`config.mk`:
```
export PLATFORM = sky130hd
export DESIGN_NAME = infix_to_postfix_converter_core
export DESIGN_NICKNAME = d
export VERILOG_FILES = /design/src/hw/rtl/itp_pkg.sv /design/src/hw/rtl/itp_front.sv /design/src/hw/rtl/itp_back.sv /design/src/hw/rtl/infix_to_postfix_converter_core.sv
export SDC_FILE = /design/constraint.sdc
export NUM_CORES = 1
export LEC_CHECK = 0
export BUFFER_PORTS_ARGS = -buffer_cell sky130_fd_sc_hd__buf_2
export CAP_MARGIN = 20
export CELL_PAD_IN_SITES_DETAIL_PLACEMENT = 0
export CELL_PAD_IN_SITES_GLOBAL_PLACEMENT = 1
export CORE_ASPECT_RATIO = 0.5
export CORE_MARGIN = 1
export CORE_UTILIZATION = 34
export CTS_CLUSTER_DIAMETER = 150
export CTS_CLUSTER_SIZE = 10
export DETAILED_ROUTE_END_ITERATION = 16
export GPL_ROUTABILITY_DRIVEN = 0
export MAX_ROUTING_LAYER = met4
export PLACE_DENSITY_LB_ADDON = 0.1
export SYNTH_ARGS = -nofsm -noshare
export SYNTH_HDL_FRONTEND = slang
export SYNTH_HIERARCHICAL = 1
export SYNTH_SLANG_ARGS = --single-unit
```
`constraint.sdc`:
```
create_clock -name clk -period 9 [get_ports clk]
set_input_delay 2.25 -clock clk [delete_from_list [all_inputs] [get_ports clk]]
set_output_delay 2.25 -clock clk [all_outputs]
set_load 0.01 [all_outputs]
```
`src/hw/rtl/itp_pkg.sv`:
```
package itp_pkg;

  localparam int STACK_DEPTH_DEFAULT = 32;

  localparam logic [7:0] CH_OPEN  = 8'h28;
  localparam logic [7:0] CH_CLOSE = 8'h29;
  localparam logic [7:0] CH_MUL   = 8'h2A;
  localparam logic [7:0] CH_ADD   = 8'h2B;
  localparam logic [7:0] CH_SUB   = 8'h2D;
  localparam logic [7:0] CH_DIV   = 8'h2F;
  localparam logic [7:0] CH_POW   = 8'h5E;
  localparam logic [7:0] CH_NUL   = 8'h00;

  typedef enum logic [2:0] {
    OP_NONE = 3'd0,
    OP_OPEN = 3'd1,
    OP_ADD  = 3'd2,
    OP_SUB  = 3'd3,
    OP_MUL  = 3'd4,
    OP_DIV  = 3'd5,
    OP_POW  = 3'd6
  } op_code_t;

  typedef enum logic [2:0] {
    TK_ALNUM  = 3'd0,
    TK_OPEN   = 3'd1,
    TK_CLOSE  = 3'd2,
    TK_OPER   = 3'd3,
    TK_END    = 3'd4,
    TK_IGNORE = 3'd5
  } tok_kind_t;

  typedef struct packed {
    tok_kind_t  kind;
    op_code_t   code;
    logic [7:0] ch;
  } tok_t;

  typedef struct packed {
    tok_t head;
    logic avail;
  } q_head_t;

  function automatic logic [7:0] code_char(input op_code_t code);
    logic [7:0] c;
    case (code)
      OP_OPEN: c = CH_OPEN;
      OP_ADD:  c = CH_ADD;
      OP_SUB:  c = CH_SUB;
      OP_MUL:  c = CH_MUL;
      OP_DIV:  c = CH_DIV;
      OP_POW:  c = CH_POW;
      default: c = CH_NUL;
    endcase
    return c;
  endfunction

  function automatic logic [1:0] prec(input op_code_t code);
    logic [1:0] p;
    case (code)
      OP_POW:         p = 2'd3;
      OP_MUL, OP_DIV: p = 2'd2;
      OP_ADD, OP_SUB: p = 2'd1;
      default:        p = 2'd0;
    endcase
    return p;
  endfunction

  function automatic tok_t classify(input logic command, input logic [7:0] ch);
    tok_t t;
    t.ch   = ch;
    t.code = OP_NONE;
    t.kind = TK_IGNORE;
    if (command) begin
      t.kind = TK_END;
    end else if ((ch >= 8'h30 && ch <= 8'h39) || (ch >= 8'h41 && ch <= 8'h5A) ||
                 (ch >= 8'h61 && ch <= 8'h7A)) begin
      t.kind = TK_ALNUM;
    end else begin
      case (ch)
        CH_OPEN: begin
          t.kind = TK_OPEN;
          t.code = OP_OPEN;
        end
        CH_CLOSE: t.kind = TK_CLOSE;
        CH_ADD: begin
          t.kind = TK_OPER;
          t.code = OP_ADD;
        end
        CH_SUB: begin
          t.kind = TK_OPER;
          t.code = OP_SUB;
        end
        CH_MUL: begin
          t.kind = TK_OPER;
          t.code = OP_MUL;
        end
        CH_DIV: begin
          t.kind = TK_OPER;
          t.code = OP_DIV;
        end
        CH_POW: begin
          t.kind = TK_OPER;
          t.code = OP_POW;
        end
        default: t.kind = TK_IGNORE;
      endcase
    end
    return t;
  endfunction

endpackage

```
`src/hw/rtl/itp_front.sv`:
```
module itp_front (
  input  logic                clk,
  input  logic                rst,
  input  logic                item_valid,
  output logic                item_stall,
  input  logic                command,
  input  logic [7:0]          char_code,
  output itp_pkg::q_head_t    q_out,
  input  logic                q_deq
);

  itp_pkg::tok_t q_mem [2];
  logic          wr_ptr;
  logic          rd_ptr;
  logic [1:0]    fill;
  itp_pkg::tok_t tok;
  logic          enq;
  logic          deq;

  assign tok        = itp_pkg::classify(command, char_code);
  assign item_stall = (fill == 2'd2);
  assign enq        = item_valid && !item_stall && (tok.kind != itp_pkg::TK_IGNORE);
  assign deq        = q_deq && (fill != 2'd0);

  assign q_out.head  = q_mem[rd_ptr];
  assign q_out.avail = (fill != 2'd0);

  always_ff @(posedge clk) begin
    if (enq) begin
      q_mem[wr_ptr] <= tok;
    end
  end

  always_ff @(posedge clk) begin
    if (rst) begin
      wr_ptr <= 1'b0;
      rd_ptr <= 1'b0;
      fill   <= 2'd0;
    end else begin
      if (enq) begin
        wr_ptr <= ~wr_ptr;
      end
      if (deq) begin
        rd_ptr <= ~rd_ptr;
      end
      case ({enq, deq})
        2'b10:   fill <= fill + 2'd1;
        2'b01:   fill <= fill - 2'd1;
        default: fill <= fill;
      endcase
    end
  end

endmodule

```
`src/hw/rtl/itp_back.sv`:
```
module itp_back #(
  parameter int STACK_DEPTH = itp_pkg::STACK_DEPTH_DEFAULT
) (
  input  logic             clk,
  input  logic             rst,
  input  itp_pkg::q_head_t q_in,
  output logic             q_deq,
  output logic             result_valid,
  input  logic             result_stall,
  output logic [7:0]       out_char,
  output logic             char_valid,
  output logic             expr_done,
  output logic             overflow_seen,
  output logic             last
);

  localparam int CW          = $clog2(STACK_DEPTH + 1);
  localparam int AW          = $clog2(STACK_DEPTH);
  localparam int MEM_ENTRIES = 1 << AW;

  itp_pkg::op_code_t mem [MEM_ENTRIES];
  itp_pkg::op_code_t top;
  itp_pkg::op_code_t second;
  logic [CW-1:0]     count;
  logic [CW-1:0]     count_next;
  logic              ovf;
  logic              ovf_next;

  logic              has_top;
  logic              has_second;
  logic              out_free;
  logic              push;
  logic              pop;
  itp_pkg::op_code_t push_code;
  logic              we;
  logic [AW-1:0]     waddr;
  logic [AW-1:0]     raddr_top;
  logic [AW-1:0]     raddr_sec;
  logic [CW-1:0]     cnt_m1;
  logic [CW-1:0]     cnt_m2;

  logic              emit;
  logic [7:0]        e_char;
  logic              e_cval;
  logic              e_done;
  logic              e_ovf;
  logic              e_last;

  itp_pkg::tok_t     head;

  assign head       = q_in.head;
  assign has_top    = (count != '0);
  assign has_second = (count > CW'(1));
  assign out_free   = !result_valid || !result_stall;

  always_comb begin
    q_deq     = 1'b0;
    push      = 1'b0;
    pop       = 1'b0;
    push_code = itp_pkg::OP_NONE;
    emit      = 1'b0;
    e_char    = itp_pkg::CH_NUL;
    e_cval    = 1'b0;
    e_done    = 1'b0;
    e_ovf     = 1'b0;
    e_last    = 1'b0;
    ovf_next  = ovf;
    if (q_in.avail) begin
      case (head.kind)
        itp_pkg::TK_ALNUM: begin
          if (out_free) begin
            emit   = 1'b1;
            e_char = head.ch;
            e_cval = 1'b1;
            e_last = 1'b1;
            q_deq  = 1'b1;
          end
        end
        itp_pkg::TK_OPEN: begin
          push      = 1'b1;
          push_code = itp_pkg::OP_OPEN;
          q_deq     = 1'b1;
        end
        itp_pkg::TK_CLOSE: begin
          if (has_top && top != itp_pkg::OP_OPEN) begin
            if (out_free) begin
              emit   = 1'b1;
              e_char = itp_pkg::code_char(top);
              e_cval = 1'b1;
              e_last = !has_second || (second == itp_pkg::OP_OPEN);
              pop    = 1'b1;
            end
          end else begin
            pop   = has_top;
            q_deq = 1'b1;
          end
        end
        itp_pkg::TK_OPER: begin
          if (has_top && top != itp_pkg::OP_OPEN &&
              itp_pkg::prec(top) >= itp_pkg::prec(head.code)) begin
            if (out_free) begin
              emit   = 1'b1;
              e_char = itp_pkg::code_char(top);
              e_cval = 1'b1;
              e_last = !(has_second && second != itp_pkg::OP_OPEN &&
                         itp_pkg::prec(second) >= itp_pkg::prec(head.code));
              pop    = 1'b1;
            end
          end else begin
            push      = 1'b1;
            push_code = head.code;
            q_deq     = 1'b1;
          end
        end
        itp_pkg::TK_END: begin
          if (has_top) begin
            if (top == itp_pkg::OP_OPEN) begin
              pop = 1'b1;
            end else if (out_free) begin
              emit   = 1'b1;
              e_char = itp_pkg::code_char(top);
              e_cval = 1'b1;
              pop    = 1'b1;
            end
          end else if (out_free) begin
            emit     = 1'b1;
            e_done   = 1'b1;
            e_ovf    = ovf;
            e_last   = 1'b1;
            ovf_next = 1'b0;
            q_deq    = 1'b1;
          end
        end
        default: q_deq = 1'b1;
      endcase
    end
    we = push && (count < CW'(STACK_DEPTH));
    if (push && !we) begin
      ovf_next = 1'b1;
    end
  end

  always_comb begin
    count_next = count;
    if (we) begin
      count_next = count + CW'(1);
    end else if (pop) begin
      count_next = count - CW'(1);
    end
  end

  assign cnt_m1    = count_next - CW'(1);
  assign cnt_m2    = count_next - CW'(2);
  assign raddr_top = cnt_m1[AW-1:0];
  assign raddr_sec = cnt_m2[AW-1:0];
  assign waddr     = count[AW-1:0];

  always_ff @(posedge clk) begin
    if (we) begin
      mem[waddr] <= push_code;
    end
    if (we && waddr == raddr_top) begin
      top <= push_code;
    end else begin
      top <= mem[raddr_top];
    end
    second <= mem[raddr_sec];
  end

  always_ff @(posedge clk) begin
    if (rst) begin
      count        <= '0;
      ovf          <= 1'b0;
      result_valid <= 1'b0;
    end else begin
      count <= count_next;
      ovf   <= ovf_next;
      if (emit) begin
        result_valid <= 1'b1;
      end else if (!result_stall) begin
        result_valid <= 1'b0;
      end
    end
  end

  always_ff @(posedge clk) begin
    if (emit) begin
      out_char      <= e_char;
      char_valid    <= e_cval;
      expr_done     <= e_done;
      overflow_seen <= e_ovf;
      last          <= e_last;
    end
  end

endmodule

```
`src/hw/rtl/infix_to_postfix_converter_core.sv`:
```
// Streaming infix to postfix converter using an operator stack.
// Input channel: item_valid, item_stall, command and char_code. One beat
// carries one ASCII character, or an end command when command is high.
// Letters and digits pass straight through; operators and '(' are
// held on the stack and released by precedence; other characters are dropped.
// Output channel: result_valid, result_stall and the result fields. Each
// beat carries one postfix character or, after an end command, one
// terminating beat with expr_done and the sticky overflow flag; last marks
// the final beat caused by an input beat.
// An accepted beat passes the queue and then the output register before its
// first result appears. The stack engine handles each letter or digit, each
// popped operator, each discarded '(', each push and the terminating beat as
// a separate step. A beat pops its stack entries one by one and then finishes,
// except that ')' finishes in the same cycle that drops its '('.
// A two-entry queue separates the classifier from the stack engine, so up to
// two beats are taken while the engine waits on result_stall; item_stall then
// stays high until the engine frees an entry. Dropped characters never enter
// the queue. A stalled result beat stays unchanged until it is taken.
// Reset empties the stack, the queue and the output register and clears the
// overflow flag.
module infix_to_postfix_converter_core #(
  parameter int STACK_DEPTH = itp_pkg::STACK_DEPTH_DEFAULT
) (
  input  logic       clk,
  input  logic       rst,
  input  logic       item_valid,
  output logic       item_stall,
  input  logic       command,
  input  logic [7:0] char_code,
  output logic       result_valid,
  input  logic       result_stall,
  output logic [7:0] out_char,
  output logic       char_valid,
  output logic       expr_done,
  output logic       overflow_seen,
  output logic       last
);

  itp_pkg::q_head_t q_head;
  logic             q_deq;

  itp_front u_front (
    .clk        (clk),
    .rst        (rst),
    .item_valid (item_valid),
    .item_stall (item_stall),
    .command    (command),
    .char_code  (char_code),
    .q_out      (q_head),
    .q_deq      (q_deq)
  );

  itp_back #(
    .STACK_DEPTH (STACK_DEPTH)
  ) u_back (
    .clk           (clk),
    .rst           (rst),
    .q_in          (q_head),
    .q_deq         (q_deq),
    .result_valid  (result_valid),
    .result_stall  (result_stall),
    .out_char      (out_char),
    .char_valid    (char_valid),
    .expr_done     (expr_done),
    .overflow_seen (overflow_seen),
    .last          (last)
  );

  a_done_is_last: assert property (@(posedge clk) disable iff (rst)
    result_valid && expr_done |-> last && !char_valid)
    else $error("Terminating beat is not marked last or carries a character.");

  a_char_or_done: assert property (@(posedge clk) disable iff (rst)
    result_valid |-> (char_valid != expr_done))
    else $error("Result beat is neither a character nor a terminator.");

  a_term_clean: assert property (@(posedge clk) disable iff (rst)
    result_valid && !char_valid |-> out_char == 8'h00)
    else $error("Terminating beat carries a non-zero character.");

  a_ovf_only_done: assert property (@(posedge clk) disable iff (rst)
    result_valid && overflow_seen |-> expr_done)
    else $error("Overflow reported on a character beat.");

endmodule
```
After elaboration in Yosys (flattened, before gate mapping)

Memories as Yosys holds them, arrays and structs flattened. A register that Yosys moved wholly into a read port is not among the register bits.
Cells that the tools add are included.

Bits in registers: 24
Bits in writable memories: 124
Logic and storage cells: 185
Memories: 2

Memory list:

| memory        | depth | width | rd ports | clocked after Yosys merged registers in | write ports | RTL line        | RTL |
|---|---|---|---|---|---|---|---|
| u_back.mem    | 32    | 3     | 2        | 2                                       | 1           | itp_back.sv:21  | `itp_pkg::op_code_t mem [MEM_ENTRIES];` |
| u_front.q_mem | 2     | 14    | 1        | 1                                       | 1           | itp_front.sv:12 | `itp_pkg::tok_t q_mem [2];` |

Add/subtract/negate cells: 6
Magnitude comparators: 10
Equal/unequal tests: 36
Muxes and demuxes: 76
Bitwise gates (word level): 5
Reductions and logical operators: 39

Operators with widths:

| kind                                                            | count |
|---|---|
| 2-to-1 mux 8 bit                                                | 7 |
| equality test 8 x 6 -> 1 bit (second input constant)            | 6 |
| one-hot mux 7 bit (6 select lines)                              | 1 |
| one-hot mux 7 bit (5 select lines)                              | 1 |
| 2-to-1 mux 1 bit                                                | 33 |
| one-hot mux 8 bit (4 select lines)                              | 1 |
| equality test 3 bit (second input constant)                     | 10 |
| equality test 3 x 2 -> 1 bit (second input constant)            | 8 |
| 2-to-1 mux 2 bit                                                | 12 |
| 2-to-1 mux 3 bit                                                | 6 |
| one-hot mux 2 bit (3 select lines)                              | 3 |
| one-hot mux 3 bit (6 select lines)                              | 1 |
| >= comparator 8 x 7 -> 1 bit (second input constant)            | 2 |
| less-or-equal comparator 8 x 7 -> 1 bit (second input constant) | 2 |
| one-hot mux 1 bit (4 select lines)                              | 4 |
| logical AND 1 bit                                               | 12 |
| 2-to-1 mux 6 bit                                                | 2 |
| OR reduction 2 bit                                              | 6 |
| nonzero test 2 bit                                              | 5 |
| equality test 3 x 1 -> 1 bit (second input constant)            | 3 |
| one-hot mux 3 bit (3 select lines)                              | 1 |
| equality test 8 x 7 -> 1 bit (second input constant)            | 1 |
| >= comparator 8 x 6 -> 1 bit (second input constant)            | 1 |
| less-or-equal comparator 8 x 6 -> 1 bit (second input constant) | 1 |
| 28 further kinds                                                | 43 |

Longest topological paths before layout

Word-level depth: 16
Mapped depth: 24
Depth with buffers taken out: 19

Cells and area by module

Netlist, hierarchy kept.

By module, submodules not included:

| module    | times used | cells an instance | area each (um^2) | sequential area each (um^2) |
|---|---|---|---|---|
| itp_back  | 1          | 612               | 6971.7           | 3563.4 |
| itp_front | 1          | 116               | 1508.9           | 940.9 |

Worst setup path before layout

Ideal clock, no wire load.

Kind: input to register
From: input result_stall
To: register u_back.second[0] (read register of u_back.mem)
Library setup time: 0.117 ns
Arrival time: 4.463 ns
Required time: 8.883 ns
Setup slack: 4.420 ns
Cell stages on the path: 11
Buffers on the path: 2
Cells stage by stage: and2_1 clkbuf_1 o21a_1 or4_1 and2_1 buf_2 nand2_4 mux2i_1 a221oi_1 or3_1 a32o_1

Word-level cells in the longest chain between the ends: 10
Elaborated cells on any way between the ends: 12
Classes of those cells: 1 x add/sub; 9 x mux; 2 x reduce/logical

RTL lines:

| element                                | RTL line                                         | RTL |
|---|---|---|
| start: declaration                     | infix_to_postfix_converter_core.sv:31            | `input logic result_stall,` |
| logical NOT 1 bit (*)                  | itp_back.sv:54                                   | `assign out_free = !result_valid \|\| !result_stall;` |
| logical OR 1 bit (*)                   | itp_back.sv:54                                   |  |
| 2-to-1 mux 1 bit (*)                   | itp_back.sv:86, itp_back.sv:101, itp_back.sv:119 |  |
| 2-to-1 mux 1 bit                       | itp_back.sv:117                                  | `if (top == itp_pkg::OP_OPEN) begin` |
| 2-to-1 mux 1 bit                       | itp_back.sv:116                                  | `if (has_top) begin` |
| one-hot mux 1 bit (3 select lines) (*) | itp_back.sv:69                                   | `case (head.kind)` |
| 2-to-1 mux 1 bit (*)                   | itp_back.sv:68                                   | `if (q_in.avail) begin` |
| 2-to-1 mux 6 bit (*)                   | itp_back.sv:147                                  | `end else if (pop) begin` |
| 2-to-1 mux 6 bit (*)                   | itp_back.sv:145                                  | `if (we) begin` |
| subtractor 5 x 2 -> 5 bit (*)          | itp_back.sv:153                                  | `assign cnt_m2 = count_next - CW'(2);` |
| end: declaration                       | itp_back.sv:23                                   | `itp_pkg::op_code_t second;` |

Every way passes the cells marked *; elsewhere a longest branch is shown, timed or not.
A chain may end at the register's enable or synchronous reset.

==> impl_metrics.env <==
export IMPL_status="complete, no violations"
export IMPL_powerDensity_nw_per_um2=252
export IMPL_grt_usage=0.224
export IMPL_synth_area_per_cell_um2=11.6
export IMPL_route_detailed_drc=0
export IMPL_slowest_stage="dfxtp_1"
export IMPL_synth_top_family_by_area="simple AND/OR/NAND/NOR gates"
export IMPL_wire_per_inst_um=23.9
export IMPL_yosys_warnings=6
export IMPL_hold_viol=0
export IMPL_cp_end_kind="flip-flop"
export IMPL_numCtsBuffers=17
export IMPL_ys_seq_area_frac=0.531
export IMPL_postCtsResizedCells=0
export IMPL_rows=40
export IMPL_fin_ws_ns=2.59
export IMPL_slowest_delay_ns=0.98
export IMPL_rsz0062_at_grt="false"
export IMPL_grt_pass1_vias=6048
export IMPL_h_tree_depth=4
export IMPL_async_flop_share=0
export IMPL_power_leakage_nw=3.26
export IMPL_start_util=0.350
export IMPL_fin_crit_sh=0.712
export IMPL_synth_compound_area_frac=0.127
export IMPL_dpl_worst_slack_ns=2.63
export IMPL_cts_root_buf="clkbuf_16"
export IMPL_syn_instance_count=728
export IMPL_synth_xor_area_share=0.0103
export IMPL_tightest_slew_ns=1.00
export IMPL_drv_slew=0
export IMPL_grt_max_degree=33
export IMPL_cts_buffer_depth=2
export IMPL_num_vias=6178
export IMPL_n_fill_cell=2379
export IMPL_clock_skew_ns=0.00828
export IMPL_io_buffers=26
export IMPL_cap_violations=0
export IMPL_nNetsFinal=770
export IMPL_postCtsSetupRepairBufs=0
export IMPL_core_um2=24200
export IMPL_synth_area_mux_share=0.123
export IMPL_viasPerCell=5.63
export IMPL_cts_tree="yes"
export IMPL_cts_hold_buffers=0
export IMPL_ys_ff_latch=157
export IMPL_fin_crit_ns=6.41
export IMPL_finalSetupViolCount=0
export IMPL_cp_data_required_time_ns=9.31
export IMPL_synth_cell_area_um2=8480
export IMPL_synth_flop_cell="edfxtp_1"
export IMPL_io_pins=27
export IMPL_area_growth_pct=12.5
export IMPL_hold_path_class="flip-flop to flip-flop"
export IMPL_peakVddDrop_mv=0.132
export IMPL_path_cells="nor2b_1, a22oi_1, nand2_1, o41ai_2, nor2_1, o21ai_0, ha_1, nand2b_1, a21oi_1, nor2_1, o211ai_2, and2_1, nor3_4, nor2_4, inv_1, o311ai_0, o31ai_1, a21oi_1, mux2i_1"
export IMPL_dieArea_um2=25600
export IMPL_die_x_um=225
export IMPL_clock_latency_ns=0.44
export IMPL_ff2ff_setup_slack_ns=2.59
export IMPL_holdPathStages=2
export IMPL_die_h_um=114
export IMPL_max_freq_mhz=156
export IMPL_totalWireLength_mm=26.3
export IMPL_ff2ff_path_depth=19
export IMPL_ant_nets=0
export IMPL_layout_drive_gt1_share=0.173
export IMPL_path_class="flip-flop to flip-flop"
export IMPL_grt_pass1_wl_mm=39.8
export IMPL_antenna_found_initial=0
export IMPL_path_clk_slew_ns=0.06
export IMPL_drtPass1Iterations=5
export IMPL_cp_start_kind="flip-flop"
export IMPL_synthAdderAreaFrac=0.0133
export IMPL_first_iter_violations=530
export IMPL_synth_cell_type_count=85
export IMPL_syn_nets=750
export IMPL_worst_ep_arrival_time_ns=6.71
export IMPL_tns_ns=0
export IMPL_critPathMaxFanout=25
export IMPL_slew_headroom=0.330
export IMPL_clock_sinks=157
export IMPL_n_antenna_cell=0
export IMPL_synth_edf_count=136
export IMPL_synth_simple_area_share=0.160
export IMPL_overflow=0
export IMPL_dp_hpwl_mm=18.7
==> worst max-delay path: cells and delay by family (launching register included) <==
| family | cells | cell delay, ns |
|---|---|---|
| AO/OA/AOI/OAI | 8 | 2.33 |
| adder cells (fa/ha/maj) | 1 | 0.25 |
| buffers and inverters | 1 | 0.52 |
| flip-flops | 1 | 0.98 |
| multiplexers | 1 | 0.08 |
| AND/OR/NAND/NOR | 8 | 2.12 |
==> registers in the layout, summed over array words and instances, names as in the netlist, named ones only <==
register	count
u_back/mem	96
u_front/q_mem	28
u_back/out_char	8
u_back/count	6
u_back/second	3
u_front/fill	2
u_back/char_valid	1
u_back/expr_done	1
u_back/last	1
u_back/overflow_seen	1
u_back/ovf	1
u_back/result_valid	1
u_front/rd_ptr	1
u_front/wr_ptr	1
==> area by class of cell <==
cell class	count	area, um2	area share
multi-input cells	517	3680	0.386
inverters	13	48.8	0.00511
flip-flops and latches	157	4510	0.472
clock buffers	18	429	0.0450
well taps	336	420	0.0440
repair buffers	42	270	0.0283
clock inverters	14	190	0.0199
==> power by group <==
part | internal [W] | switching, W | total (W)
Sequential | 0.000836 | 0.0000808 | 0.000917
Clock | 0.000465 | 0.000301 | 0.000765
Combinational | 0.000295 | 0.000426 | 0.000722
Total | 0.00160 | 0.000808 | 0.00240
==> final timing paths <==
path                                    endpoint             from
worst min-delay path             u_front/fill[1]  u_front/fill[1]
worst max register to register  u_back/second[2]        flip-flop
worst max-delay path            u_back/second[2]        flip-flop
worst min register to register   u_front/fill[1]  u_front/fill[1]
==> placed cells by master (no fill, tap or decap), types with 4 or more instances in the layout <==
| cell type | Yosys | layout |
|---|---|---|
| inv_1 | 12 | 12 |
| nand2b_1 | 10 | 10 |
| or4_1 | 4 | 4 |
| o21ai_0 | 27 | 27 |
| buf_2 | 11 | 26 |
| o21a_1 | 4 | 4 |
| and2_1 | 9 | 9 |
| buf_4 | 2 | 15 |
| bufinv_16 | 0 | 4 |
| nor2_1 | 78 | 78 |
| dfxtp_1 | 21 | 20 |
| or3_1 | 7 | 7 |
| mux2_2 | 17 | 17 |
| a211oi_1 | 5 | 5 |
| clkbuf_16 | 0 | 17 |
| and3_1 | 8 | 8 |
| o31ai_1 | 5 | 5 |
| nand4_1 | 7 | 7 |
| a22oi_1 | 12 | 12 |
| o211ai_1 | 4 | 4 |
| nor3_1 | 19 | 19 |
| xnor2_1 | 7 | 7 |
| nand3_1 | 27 | 27 |
| ha_1 | 9 | 9 |
| a31oi_1 | 7 | 7 |
| nor2b_1 | 7 | 7 |
| o22ai_1 | 5 | 5 |
| nand3b_1 | 4 | 4 |
| edfxtp_1 | 136 | 136 |
| mux4_2 | 20 | 20 |
| a21oi_1 | 33 | 33 |
| mux2i_1 | 32 | 32 |
| nand2_1 | 74 | 74 |
==> cells in the mapped netlist (all sizes together) (8+ instances only) <==
| cell | count | share of area |
|---|---|---|
| a21oi | 34 | 0.021 |
| a22oi | 12 | 0.011 |
| and2 | 9 | 0.0066 |
| and3 | 8 | 0.0059 |
| buf | 23 | 0.021 |
| clkbuf | 18 | 0.0080 |
| dfxtp | 21 | 0.050 |
| edfxtp | 136 | 0.48 |
| ha | 9 | 0.013 |
| inv | 13 | 0.0058 |
| mux2 | 17 | 0.023 |
| mux2i | 32 | 0.038 |
| mux4 | 23 | 0.062 |
| nand2 | 75 | 0.034 |
| nand2b | 10 | 0.0074 |
| nand3 | 27 | 0.016 |
| nor2 | 80 | 0.037 |
| nor2b | 8 | 0.0068 |
| nor3 | 22 | 0.015 |
| o21ai | 29 | 0.018 |
==> layer usage <==
| metal | wire length (um) | part of all wire | GRT usage |
|---|---|---|---|
| met5 | 0 | 0 | - |
| met4 | 470 | 0.018 | 0.0689 |
| met1 | 12400 | 0.47 | 0.301 |
| met3 | 1770 | 0.067 | 0.0662 |
| met2 | 11600 | 0.44 | 0.326 |
==> logic make-up (layout without fill, tap and decap cells) <==
group                    after synthesis  after routing
XOR/XNOR                              10             10
multiplexers                          72             72
adder cells (fa/ha/maj)                9              9
AND/OR/NAND/NOR                      274            274
flip-flops                           157            157
AO/OA/AOI/OAI                        152            152
buffers and inverters                 54             87
==> per-stage QoR <==
step	instances	utilization	power, W	hold slack [ns]	cell area, um2
6_report	1097	0.394	0.00240	0.497	9540
5_1_grt	1097	0.394	0.00252	0.528	9540
4_1_cts	1096	0.393	0.00241	0.498	9520
3_5_place_dp	1064	0.367	0.00163	0.486	8900
3_3_place_gp	1064	0.367	0.00164	0.476	8900
2_1_floorplan	728	-	0.00145	0.457	8480
No activity file was read; power rests on OpenSTA's default activity.
